--- config.mk ---
export PLATFORM = sky130hd
export DESIGN_NAME = frame_header_parser_flat
export DESIGN_NICKNAME = d
export VERILOG_FILES = /design/src/sv/fhp_pkg.sv /design/src/sv/fhp_byte_if.sv /design/src/sv/fhp_result_if.sv /design/src/sv/fhp_parse.sv /design/src/sv/frame_header_parser.sv /design/src/flat_wrapper.sv
export SDC_FILE = /design/constraint.sdc
export NUM_CORES = 1
export LEC_CHECK = 0
export BUFFER_PORTS_ARGS = -buffer_cell sky130_fd_sc_hd__buf_4
export CORE_MARGIN = 4
export CORE_UTILIZATION = 49
export CTS_BUF_LIST = sky130_fd_sc_hd__clkbuf_2
export DETAILED_ROUTE_END_ITERATION = 8
export GPL_ROUTABILITY_DRIVEN = 1
export PLACE_DENSITY = 0.69
export SLEW_MARGIN = 0
export SYNTH_ARGS = -nofsm -noshare
export SYNTH_HDL_FRONTEND = slang
export SYNTH_HIERARCHICAL = 1
export SYNTH_SLANG_ARGS = --single-unit
--- constraint.sdc ---
create_clock -name clk -period 9.1 [get_ports clk]
set_input_delay 1.365 -clock clk [delete_from_list [all_inputs] [get_ports clk]]
set_output_delay 1.365 -clock clk [all_outputs]
set_load 0.005 [all_outputs]
--- src/sv/fhp_pkg.sv ---
// Types, status codes, phase encoding and decode tables for the frame header parser.
// No dependencies; imported by the channel interfaces and every module.
package fhp_pkg;

	localparam logic [3:0] STS_OK       = 4'd0;
	localparam logic [3:0] STS_SYNC     = 4'd1;
	localparam logic [3:0] STS_RESERVED = 4'd2;
	localparam logic [3:0] STS_CHANNEL  = 4'd3;
	localparam logic [3:0] STS_DEPTH    = 4'd4;
	localparam logic [3:0] STS_CODED    = 4'd5;
	localparam logic [3:0] STS_INDEX    = 4'd6;
	localparam logic [3:0] STS_BLOCK    = 4'd7;
	localparam logic [3:0] STS_RATE     = 4'd8;
	localparam logic [3:0] STS_CRC      = 4'd9;

	localparam logic [7:0] SYNC_FIRST  = 8'hFF;
	localparam logic [5:0] SYNC_SECOND = 6'h3E;
	localparam logic [7:0] CRC_POLY    = 8'h07;
	localparam logic [3:0] CHAN_MAX    = 4'd10;
	localparam logic [3:0] CHAN_STEREO = 4'd8;
	localparam logic [3:0] RATE_KHZ    = 4'd12;
	localparam logic [3:0] RATE_HZ     = 4'd13;
	localparam logic [3:0] RATE_DAHZ   = 4'd14;
	localparam logic [3:0] RATE_BAD    = 4'd15;
	localparam logic [3:0] BLOCK_X8    = 4'd6;
	localparam logic [3:0] BLOCK_X16   = 4'd7;
	localparam int         KHZ_SCALE   = 1000;
	localparam int         DAHZ_SCALE  = 10;
	localparam int         INDEX_BITS  = 31;

	typedef enum logic [8:0] {
		PH_IDLE = 9'b000000001,
		PH_B1   = 9'b000000010,
		PH_B2   = 9'b000000100,
		PH_B3   = 9'b000001000,
		PH_POS  = 9'b000010000,
		PH_POSC = 9'b000100000,
		PH_BSX  = 9'b001000000,
		PH_RSX  = 9'b010000000,
		PH_CRC  = 9'b100000000
	} phase_t;

	typedef struct packed {
		logic       valid;
		logic       start_req;
		logic [7:0] header_byte;
	} step_t;

	typedef struct packed {
		logic [3:0]  status;
		logic        variable_blocking;
		logic [35:0] position;
		logic [16:0] block_size;
		logic [19:0] sample_rate;
		logic [3:0]  channel_assignment;
		logic [3:0]  channel_count;
		logic [4:0]  sample_depth;
	} result_t;

	function automatic logic [7:0] crc8_next(input logic [7:0] crc, input logic [7:0] b);
		logic [7:0] c;
		c = crc ^ b;
		for (int i = 0; i < 8; i++) begin
			c = c[7] ? ((c << 1) ^ CRC_POLY) : (c << 1);
		end
		return c;
	endfunction

	function automatic logic [3:0] lead_ones(input logic [7:0] b);
		logic [3:0] n;
		logic       run;
		n   = 4'd0;
		run = 1'b1;
		for (int i = 7; i >= 0; i--) begin
			run = run & b[i];
			n   = n + {3'b000, run};
		end
		return n;
	endfunction

	function automatic logic [4:0] depth_lookup(input logic [2:0] code);
		logic [4:0] d;
		case (code)
			3'd1:    d = 5'd8;
			3'd2:    d = 5'd12;
			3'd4:    d = 5'd16;
			3'd5:    d = 5'd20;
			3'd6:    d = 5'd24;
			default: d = 5'd0;
		endcase
		return d;
	endfunction

	function automatic logic [16:0] bsize_lookup(input logic [3:0] code);
		logic [16:0] s;
		case (code)
			4'd1:    s = 17'd192;
			4'd2:    s = 17'd576;
			4'd3:    s = 17'd1152;
			4'd4:    s = 17'd2304;
			4'd5:    s = 17'd4608;
			4'd8:    s = 17'd256;
			4'd9:    s = 17'd512;
			4'd10:   s = 17'd1024;
			4'd11:   s = 17'd2048;
			4'd12:   s = 17'd4096;
			4'd13:   s = 17'd8192;
			4'd14:   s = 17'd16384;
			4'd15:   s = 17'd32768;
			default: s = 17'd0;
		endcase
		return s;
	endfunction

	function automatic logic [19:0] rate_lookup(input logic [3:0] code);
		logic [19:0] r;
		case (code)
			4'd1:    r = 20'd88200;
			4'd2:    r = 20'd176400;
			4'd3:    r = 20'd192000;
			4'd4:    r = 20'd8000;
			4'd5:    r = 20'd16000;
			4'd6:    r = 20'd22050;
			4'd7:    r = 20'd24000;
			4'd8:    r = 20'd32000;
			4'd9:    r = 20'd44100;
			4'd10:   r = 20'd48000;
			4'd11:   r = 20'd96000;
			default: r = 20'd0;
		endcase
		return r;
	endfunction

	function automatic logic [19:0] rate_calc(input logic [3:0] code, input logic [16:0] extra);
		logic [26:0] prod;
		logic [19:0] r;
		prod = 27'(extra) * 27'(KHZ_SCALE);
		case (code)
			RATE_KHZ:  r = prod[19:0];
			RATE_HZ:   r = {3'd0, extra};
			RATE_DAHZ: r = 20'(27'(extra) * 27'(DAHZ_SCALE));
			default:   r = rate_lookup(code);
		endcase
		return r;
	endfunction

endpackage

--- src/sv/fhp_byte_if.sv ---
// Input channel: one header byte per word, with the start flag.
// Depends on fhp_pkg.
interface fhp_byte_if;
	import fhp_pkg::*;

	logic       valid;
	logic       ready;
	logic [7:0] header_byte;
	logic       start_req;

	modport source (output valid, output header_byte, output start_req, input ready);
	modport sink (input valid, input header_byte, input start_req, output ready);
endinterface

--- src/sv/fhp_result_if.sv ---
// Output channel: one decoded header result per word.
// Depends on fhp_pkg.
interface fhp_result_if;
	import fhp_pkg::*;

	logic        valid;
	logic        ready;
	logic [3:0]  status;
	logic        variable_blocking;
	logic [35:0] position;
	logic [16:0] block_size;
	logic [19:0] sample_rate;
	logic [3:0]  channel_assignment;
	logic [3:0]  channel_count;
	logic [4:0]  sample_depth;

	modport source (output valid, output status, output variable_blocking, output position,
		output block_size, output sample_rate, output channel_assignment,
		output channel_count, output sample_depth, input ready);
	modport sink (input valid, input status, input variable_blocking, input position,
		input block_size, input sample_rate, input channel_assignment,
		input channel_count, input sample_depth, output ready);
endinterface

--- src/sv/fhp_parse.sv ---
// Header parse state and single-byte step logic: phase, fields, CRC-8.
// Depends on fhp_pkg.
module fhp_parse (
	input  logic            clk,
	input  logic            arst_n,
	input  fhp_pkg::step_t  step,
	output logic            res_valid,
	output fhp_pkg::result_t res
);
	import fhp_pkg::*;

	phase_t      phase_q, phase_n;
	logic [2:0]  bl_q, bl_n;
	logic [35:0] pos_q, pos_n;
	logic        strat_q, strat_n;
	logic [3:0]  block_q, block_n;
	logic [3:0]  rate_q, rate_n;
	logic [3:0]  chan_q, chan_n;
	logic [4:0]  depth_q, depth_n;
	logic [16:0] extra_q, extra_n;
	logic [16:0] size_q, size_n;
	logic [7:0]  crc_q, crc_n;

	logic        err;
	logic [3:0]  err_code;
	logic        go_pos;
	logic        go_blk;
	logic        ok;
	logic [3:0]  ones;
	logic [7:0]  data;

	assign data = step.header_byte;

	always_comb begin
		phase_n  = phase_q;
		bl_n     = bl_q;
		pos_n    = pos_q;
		strat_n  = strat_q;
		block_n  = block_q;
		rate_n   = rate_q;
		chan_n   = chan_q;
		depth_n  = depth_q;
		extra_n  = extra_q;
		size_n   = size_q;
		crc_n    = crc_q;
		err      = 1'b0;
		err_code = STS_OK;
		go_pos   = 1'b0;
		go_blk   = 1'b0;
		ok       = 1'b0;
		ones     = lead_ones(data);
		res_valid = 1'b0;
		res       = '0;

		if (step.start_req) begin
			phase_n = PH_B1;
			bl_n    = 3'd0;
			pos_n   = '0;
			strat_n = 1'b0;
			block_n = 4'd0;
			rate_n  = 4'd0;
			chan_n  = 4'd0;
			depth_n = 5'd0;
			size_n  = '0;
			extra_n = {9'd0, data};
			crc_n   = crc8_next(8'h00, data);
		end else if (phase_q != PH_IDLE) begin
			if (phase_q != PH_CRC) begin
				crc_n = crc8_next(crc_q, data);
			end
			case (phase_q)
				PH_B1: begin
					if (extra_q != {9'd0, SYNC_FIRST} || data[7:2] != SYNC_SECOND) begin
						err = 1'b1; err_code = STS_SYNC;
					end else if (data[1]) begin
						err = 1'b1; err_code = STS_RESERVED;
					end else begin
						strat_n = data[0];
						phase_n = PH_B2;
					end
				end
				PH_B2: begin
					block_n = data[7:4];
					rate_n  = data[3:0];
					phase_n = PH_B3;
				end
				PH_B3: begin
					chan_n = data[7:4];
					if (data[7:4] > CHAN_MAX) begin
						err = 1'b1; err_code = STS_CHANNEL;
					end else if (data[3:1] == 3'd3 || data[3:1] == 3'd7) begin
						err = 1'b1; err_code = STS_DEPTH;
					end else if (data[0]) begin
						depth_n = depth_lookup(data[3:1]);
						err = 1'b1; err_code = STS_RESERVED;
					end else begin
						depth_n = depth_lookup(data[3:1]);
						phase_n = PH_POS;
					end
				end
				PH_POS: begin
					if (ones == 4'd0) begin
						pos_n  = {28'd0, data};
						go_pos = 1'b1;
					end else if (ones == 4'd1 || ones == 4'd8) begin
						err = 1'b1; err_code = STS_CODED;
					end else begin
						pos_n   = {28'd0, data & (8'h7F >> ones)};
						bl_n    = 3'(ones - 4'd1);
						phase_n = PH_POSC;
					end
				end
				PH_POSC: begin
					if (data[7:6] != 2'b10) begin
						err = 1'b1; err_code = STS_CODED;
					end else begin
						pos_n = {pos_q[29:0], data[5:0]};
						bl_n  = bl_q - 3'd1;
						go_pos = (bl_n == 3'd0);
					end
				end
				PH_BSX: begin
					extra_n = {extra_q[8:0], data};
					bl_n    = bl_q - 3'd1;
					if (bl_n == 3'd0) begin
						size_n = extra_n + 17'd1;
						go_blk = 1'b1;
					end
				end
				PH_RSX: begin
					extra_n = {extra_q[8:0], data};
					bl_n    = bl_q - 3'd1;
					if (bl_n == 3'd0) begin
						phase_n = PH_CRC;
					end
				end
				PH_CRC: begin
					if (data != crc_q) begin
						err = 1'b1; err_code = STS_CRC;
					end else begin
						ok = 1'b1;
					end
				end
				default: begin
					phase_n = PH_IDLE;
				end
			endcase

			if (go_pos) begin
				if (!strat_q && pos_n[35:INDEX_BITS] != '0) begin
					err = 1'b1; err_code = STS_INDEX;
				end else if (block_q == 4'd0) begin
					err = 1'b1; err_code = STS_BLOCK;
				end else begin
					extra_n = '0;
					if (block_q == BLOCK_X8 || block_q == BLOCK_X16) begin
						bl_n    = (block_q == BLOCK_X8) ? 3'd1 : 3'd2;
						phase_n = PH_BSX;
					end else begin
						size_n = bsize_lookup(block_q);
						go_blk = 1'b1;
					end
				end
			end

			if (go_blk) begin
				extra_n = '0;
				if (rate_q == RATE_BAD) begin
					err = 1'b1; err_code = STS_RATE;
				end else if (rate_q == RATE_KHZ) begin
					bl_n    = 3'd1;
					phase_n = PH_RSX;
				end else if (rate_q == RATE_HZ || rate_q == RATE_DAHZ) begin
					bl_n    = 3'd2;
					phase_n = PH_RSX;
				end else begin
					phase_n = PH_CRC;
				end
			end

			if (err) begin
				res_valid  = 1'b1;
				res.status = err_code;
				phase_n    = PH_IDLE;
			end else if (ok) begin
				res_valid              = 1'b1;
				res.status             = STS_OK;
				res.variable_blocking  = strat_q;
				res.position           = pos_q;
				res.block_size         = size_q;
				res.sample_rate        = rate_calc(rate_q, extra_q);
				res.channel_assignment = chan_q;
				res.channel_count      = (chan_q < CHAN_STEREO) ? chan_q + 4'd1 : 4'd2;
				res.sample_depth       = depth_q;
				phase_n                = PH_IDLE;
			end
		end

		if (!step.valid) begin
			phase_n   = phase_q;
			bl_n      = bl_q;
			pos_n     = pos_q;
			strat_n   = strat_q;
			block_n   = block_q;
			rate_n    = rate_q;
			chan_n    = chan_q;
			depth_n   = depth_q;
			extra_n   = extra_q;
			size_n    = size_q;
			crc_n     = crc_q;
			res_valid = 1'b0;
		end
	end

	always_ff @(posedge clk or negedge arst_n) begin
		if (!arst_n) begin
			phase_q <= PH_IDLE;
			bl_q    <= 3'd0;
			pos_q   <= '0;
			strat_q <= 1'b0;
			block_q <= 4'd0;
			rate_q  <= 4'd0;
			chan_q  <= 4'd0;
			depth_q <= 5'd0;
			extra_q <= '0;
			size_q  <= '0;
			crc_q   <= 8'd0;
		end else begin
			phase_q <= phase_n;
			bl_q    <= bl_n;
			pos_q   <= pos_n;
			strat_q <= strat_n;
			block_q <= block_n;
			rate_q  <= rate_n;
			chan_q  <= chan_n;
			depth_q <= depth_n;
			extra_q <= extra_n;
			size_q  <= size_n;
			crc_q   <= crc_n;
		end
	end

endmodule

--- src/sv/frame_header_parser.sv ---
// Frame header parser: input word register, parse step, result register.
// The byte that ends or breaks a header passes the input word register; its result is then
// registered. Throughput: one header byte per cycle; the parse step stalls only while the
// result register is held, and then only an empty input register takes a new word.
// Reset: arst_n clears the parse phase to waiting for a start byte and empties both registers.
// Depends on fhp_pkg, fhp_byte_if, fhp_result_if, fhp_parse.
module frame_header_parser (
	input  logic        clk,
	input  logic        arst_n,
	fhp_byte_if.sink    byte_ch,
	fhp_result_if.source result_ch
);
	import fhp_pkg::*;

	logic       s1_valid_q;
	logic [7:0] byte_s1;
	logic       start_s1;
	logic       out_valid_q;
	result_t    res_q;
	logic       out_free;
	logic       advance;
	step_t      step;
	logic       res_valid;
	result_t    res;

	assign out_free      = !out_valid_q || result_ch.ready;
	assign advance       = s1_valid_q && out_free;
	assign byte_ch.ready = !s1_valid_q || advance;

	assign step.valid       = advance;
	assign step.start_req   = start_s1;
	assign step.header_byte = byte_s1;

	fhp_parse u_parse (
		.clk       (clk),
		.arst_n    (arst_n),
		.step      (step),
		.res_valid (res_valid),
		.res       (res)
	);

	always_ff @(posedge clk or negedge arst_n) begin
		if (!arst_n) begin
			s1_valid_q <= 1'b0;
		end else if (byte_ch.valid && byte_ch.ready) begin
			s1_valid_q <= 1'b1;
		end else if (advance) begin
			s1_valid_q <= 1'b0;
		end
	end

	always_ff @(posedge clk) begin
		if (byte_ch.valid && byte_ch.ready) begin
			byte_s1  <= byte_ch.header_byte;
			start_s1 <= byte_ch.start_req;
		end
	end

	always_ff @(posedge clk or negedge arst_n) begin
		if (!arst_n) begin
			out_valid_q <= 1'b0;
		end else if (res_valid) begin
			out_valid_q <= 1'b1;
		end else if (result_ch.ready) begin
			out_valid_q <= 1'b0;
		end
	end

	always_ff @(posedge clk) begin
		if (res_valid) begin
			res_q <= res;
		end
	end

	assign result_ch.valid              = out_valid_q;
	assign result_ch.status             = res_q.status;
	assign result_ch.variable_blocking  = res_q.variable_blocking;
	assign result_ch.position           = res_q.position;
	assign result_ch.block_size         = res_q.block_size;
	assign result_ch.sample_rate        = res_q.sample_rate;
	assign result_ch.channel_assignment = res_q.channel_assignment;
	assign result_ch.channel_count      = res_q.channel_count;
	assign result_ch.sample_depth       = res_q.sample_depth;

	assert property (@(posedge clk) disable iff (!arst_n)
		!byte_ch.ready |-> s1_valid_q && out_valid_q)
		else $error("input stalled without a held result");

	assert property (@(posedge clk) disable iff (!arst_n)
		s1_valid_q && !advance |=> s1_valid_q && $stable(byte_s1) && $stable(start_s1))
		else $error("stalled input word lost");

	assert property (@(posedge clk) disable iff (!arst_n)
		out_valid_q && result_ch.status != STS_OK |->
		result_ch.position == '0 && result_ch.block_size == '0 &&
		result_ch.sample_rate == '0 && result_ch.channel_count == '0)
		else $error("error result carries field data");

	assert property (@(posedge clk) disable iff (!arst_n)
		out_valid_q && result_ch.status == STS_OK |->
		result_ch.channel_count != '0 && result_ch.block_size != '0)
		else $error("ok result with empty block or channel count");

endmodule

--- src/flat_wrapper.sv ---
// flat-port wrapper written by rule: the top's interface ports become plain ports
module frame_header_parser_flat import fhp_pkg::*;
  (clk, arst_n, byte_ch_valid, byte_ch_header_byte, byte_ch_start_req, byte_ch_ready, result_ch_valid, result_ch_status, result_ch_variable_blocking, result_ch_position, result_ch_block_size, result_ch_sample_rate, result_ch_channel_assignment, result_ch_channel_count, result_ch_sample_depth, result_ch_ready);
  fhp_byte_if byte_ch_i ();
  fhp_result_if result_ch_i ();
  input  logic clk;
  input  logic arst_n;
  input wire logic [$bits(byte_ch_i.valid)-1:0] byte_ch_valid;
  input wire logic [$bits(byte_ch_i.header_byte)-1:0] byte_ch_header_byte;
  input wire logic [$bits(byte_ch_i.start_req)-1:0] byte_ch_start_req;
  output wire logic [$bits(byte_ch_i.ready)-1:0] byte_ch_ready;
  output wire logic [$bits(result_ch_i.valid)-1:0] result_ch_valid;
  output wire logic [$bits(result_ch_i.status)-1:0] result_ch_status;
  output wire logic [$bits(result_ch_i.variable_blocking)-1:0] result_ch_variable_blocking;
  output wire logic [$bits(result_ch_i.position)-1:0] result_ch_position;
  output wire logic [$bits(result_ch_i.block_size)-1:0] result_ch_block_size;
  output wire logic [$bits(result_ch_i.sample_rate)-1:0] result_ch_sample_rate;
  output wire logic [$bits(result_ch_i.channel_assignment)-1:0] result_ch_channel_assignment;
  output wire logic [$bits(result_ch_i.channel_count)-1:0] result_ch_channel_count;
  output wire logic [$bits(result_ch_i.sample_depth)-1:0] result_ch_sample_depth;
  input wire logic [$bits(result_ch_i.ready)-1:0] result_ch_ready;
  assign byte_ch_i.valid = byte_ch_valid;
  assign byte_ch_i.header_byte = byte_ch_header_byte;
  assign byte_ch_i.start_req = byte_ch_start_req;
  assign byte_ch_ready = byte_ch_i.ready;
  assign result_ch_valid = result_ch_i.valid;
  assign result_ch_status = result_ch_i.status;
  assign result_ch_variable_blocking = result_ch_i.variable_blocking;
  assign result_ch_position = result_ch_i.position;
  assign result_ch_block_size = result_ch_i.block_size;
  assign result_ch_sample_rate = result_ch_i.sample_rate;
  assign result_ch_channel_assignment = result_ch_i.channel_assignment;
  assign result_ch_channel_count = result_ch_i.channel_count;
  assign result_ch_sample_depth = result_ch_i.sample_depth;
  assign result_ch_i.ready = result_ch_ready;
  frame_header_parser u_core (.clk(clk), .arst_n(arst_n), .byte_ch(byte_ch_i), .result_ch(result_ch_i));
endmodule
==> metrics.log <==
[metrics] top_reg_cell synth: sky130_fd_sc_hd__dfrtp_1
[metrics] startpoint class of the critical path: flop
[metrics] total die area: ~30,000 um^2
[metrics] Worst VDD drop: 0.000294 V
[metrics] worst setup path startpoint: u_core/byte_s1[7]
[metrics] cell types occupying the most area after synthesis: sky130_fd_sc_hd__edfxtp_1 22%, sky130_fd_sc_hd__dfrtp_1 20%, sky130_fd_sc_hd__ha_1 8.9%, sky130_fd_sc_hd__fa_1 6.9%, sky130_fd_sc_hd__xnor2_1 4.1%
[metrics] input/output buffers: 105
[metrics] number of H-tree branching levels: 2
[metrics] startpoint of the worst register-to-register path: u_core/byte_s1[7]
[metrics] final period utilization: 0.808
[metrics] data required time at the worst endpoint: 9.52 ns
[metrics] fraction of final layout cells sized beyond drive strength 1: 0.165
[metrics] area added between synthesis and finish: 12.2%
[metrics] max capacitance violation total: 0
[metrics] number of failing setup endpoints in the final timing report: 0
[metrics] placeable core area: 27,100 um^2
[metrics] die width: roughly 170 um
[metrics] most numerous cell types in the synthesized netlist: 110 x sky130_fd_sc_hd__nand2_1, 107 x sky130_fd_sc_hd__dfrtp_1, 100 x sky130_fd_sc_hd__edfxtp_1
[metrics] initial standard-cell utilization of the core: 0.502
[metrics] number of buffers created by CTS: 54
[metrics] combined global-route utilization of all metal layers: 0.230
[metrics] setup bufs post-CTS: 0
[metrics] number of distinct library cell variants in the gate-level netlist after synthesis: a little over 80
[metrics] hold bufs inserted after CTS: 0
[metrics] post-synthesis average cell area: a little over 10 um^2
[metrics] post-synth design cell area: 13,600 um^2
[metrics] type of the setup path with the least slack: flop to flop
[metrics] via count of the first global-routing pass: about 10,000
[metrics] clock sinks: 208
[metrics] 1st-iter DRT viols: about 1,100
[metrics] total via count in the routed design: between 10,000 and 15,000
[metrics] Hold Violations, Final: 0
[metrics] critical path endpoint category: flop
[metrics] worst slew margin relative to its limit: 0.246
[metrics] post-route minimum period: about 7.3 ns
[metrics] clock slew seen by the registers of the worst setup and hold paths: 0.12 ns
[metrics] leftover overflow at the end of global routing: 0
[metrics] number of optimization iterations in the first detailed-route pass: 6
[metrics] Max stage delay cell, worst path: sky130_fd_sc_hd__buf_4
[metrics] Post-route DRC: 0
[metrics] standard-cell row count: 60
[metrics] clock insertion delay at the later pin of the skew report: approximately 0.86 ns
[metrics] CTS tree: done
[metrics] remaining number of nets flagged by the antenna check after routing: 0
[metrics] Resized cells post-CTS: 0
[metrics] total negative slack for setup checks: 0 ns
[metrics] global placer's final weighted congestion: about 0.95
[metrics] pin count of the biggest net entering global routing: around 70
[metrics] HP Class: input port to async pin
[metrics] antenna violations before repair: 1
[metrics] Post-Synthesis Cells: between 1,000 and 1,500
[metrics] run status: complete, no violations
[metrics] Worst Max-Slew Pin Slew: about 1.1 ns
[metrics] Worst Path Arrival: between 7 and 8 ns
[metrics] most numerous cell in the Yosys netlist: sky130_fd_sc_hd__nand2_1
[metrics] largest area contributor in the netlist: sky130_fd_sc_hd__edfxtp_1
[metrics] number of synthesized flops with an enable pin: 100
[metrics] unrepaired setup endpoints after global routing: no
[metrics] power consumption: 3.43 mW
[metrics] largest buffer count on any clock path: 3
[metrics] Detailed Place HPWL: roughly 26 mm
[metrics] Syn. warnings: 6
[metrics] Vert. Die Dim: about 170 um
[metrics] leakage component of the power: about 6.6 nW
[metrics] total routed wirelength: about 36 mm
[metrics] critical path peak fanout: 61
[metrics] routed wirelength normalized by instance count: about 20 um
[metrics] PwrDens: around 220 nW/um^2
[metrics] first-pass GRT wire length: roughly 57 mm
[metrics] part of the Yosys area used for sequential elements: 0.420
[metrics] post-synth top area share: 0.221
[metrics] number of nets in the layout: around 1,600
[metrics] maximum clock skew at final layout: 0.0887 ns
[metrics] Worst Reg2Reg Path Length in Cells: 20
[metrics] async set-or-reset flop fraction in the synthesized netlist: 0.519
[metrics] Clock Tree Root: sky130_fd_sc_hd__clkbuf_2
[metrics] total count of max-transition violations in the final report: 0
[metrics] synthesized flop and latch total: around 210
[metrics] f_max: roughly 140 MHz
[metrics] ports placed on the boundary: between 100 and 150
[metrics] critical path cell sequence: ha_1, nand4_1, inv_1, nand2_1, fa_1, inv_1, fa_1, ha_1, inv_1, fa_1, ha_1, or2_2, o311ai_1, o311ai_2, a22oi_2, nand4b_1, o21ai_1, and3_1, nor2_4, buf_4
[metrics] detailed-route vias per instance: around 5.8
[metrics] delay contributed by the slowest stage of the critical path: about 0.76 ns
worst max-delay path: cells and delay by family (launching register included):
family | cells | cell delay (ns)
flops | 1 | 0.75
buf+inv | 4 | 1.01
fa+ha+maj | 6 | 2.51
compound gates | 4 | 1.11
simple gates | 6 | 1.49
metrics by stage:
step | hold slack [ns] | area, um^2 | utilization | setup slack (ns) | instances
final | 0.467 | 15200 | 0.563 | 1.75 | 1840
after global routing | 0.409 | 15200 | 0.563 | 1.22 | 1840
after CTS | 0.408 | 15200 | 0.563 | 1.84 | 1839
after detailed placement | 0.473 | 14700 | 0.543 | 1.88 | 1738
after global placement | 0.457 | 14700 | 0.543 | 2.13 | 1738
after floorplan | 0.442 | 13600 | - | 0.291 | 1312
power breakdown:
| group | internal (mW) | switching (mW) |
|---|---|---|
| Clock | 0.264 | 0.404 |
| Combinational | 0.720 | 0.841 |
| Sequential | 1.06 | 0.134 |
| Total | 2.05 | 1.38 |
final cells by class:
| type | count | area [um^2] |
|---|---|---|
| well taps | 372 | 465 |
| clock buffers | 77 | 385 |
| repair buffers | 119 | 893 |
| multi-input cells | 977 | 7430 |
| clock inverters | 24 | 135 |
| fillers | 2352 | 11900 |
| inverters | 62 | 233 |
| diodes | 1 | 2.50 |
| flip-flops and latches | 208 | 5710 |
placed cells by master, fill, tap and decap left out, drive strengths merged, types with 20 or more instances in the layout:
cell type and instances:
edfxtp 100, xnor2 63, dfrtp 107, a21oi 53
nor2 82, inv 62, buf 119, ha 97
a22o 44, xor2 24, o21ai 101, clkbuf 77
fa 47, nor3 25, nand2 110, and2 68
clkinv 22, nor2b 20, nand3 32
registers in the layout, indices dropped and copies added, names as in the netlist, 3 cells and up:
name and flops:
u_core/byte_s1 8, u_core/result_ch.block_size 17, u_core/result_ch.channel_assignment 4, u_core/result_ch.channel_count 4, u_core/result_ch.position 36, u_core/result_ch.sample_depth 5
u_core/result_ch.sample_rate 20, u_core/result_ch.status 4, u_core/u_parse/bl_q 3, u_core/u_parse/block_q 4, u_core/u_parse/chan_q 4, u_core/u_parse/crc_q 8
u_core/u_parse/depth_q 3, u_core/u_parse/extra_q 17, u_core/u_parse/phase_q 9, u_core/u_parse/pos_q 36, u_core/u_parse/rate_q 4, u_core/u_parse/size_q 17
per-layer routing:
metal,track usage,vias to the layer above,wire (um),share of wire
met5,0,-,0,0
met4,0.0625,0,589,0.016
met3,0.0472,37,2650,0.074
met2,0.336,431,15700,0.44
met1,0.350,5235,17000,0.47
li1,-,4989,-,-
logic make-up (layout without fill, tap and decap cells):
kind of cell | Yosys count | in the layout | share of synthesized area
fa+ha+maj | 144 | 144 | 0.158
xor+xnor | 87 | 87 | 0.0566
compound gates | 332 | 332 | 0.170
mux | 6 | 6 | 0.00451
buf+inv | 127 | 282 | 0.0366
flops | 208 | 208 | 0.420
simple gates | 406 | 406 | 0.154
other cells | 1 | 3 | 0.000276
final timing paths:
| path | to | slack [ns] |
|---|---|---|
| worst max-delay path | u_core/result_ch.sample_rate[11] | 1.75 |
| worst min-delay path | u_core/u_parse/pos_q[18] | 0.47 |
| worst max register to register | u_core/result_ch.sample_rate[11] | 1.75 |
| worst min register to register | u_core/u_parse/size_q[2] | 0.49 |
| max in group asynchronous | u_core/u_parse/size_q[12] | 7.25 |
| min in group clk | u_core/u_parse/size_q[2] | 0.49 |
No activity file was read; power rests on OpenSTA's default activity.
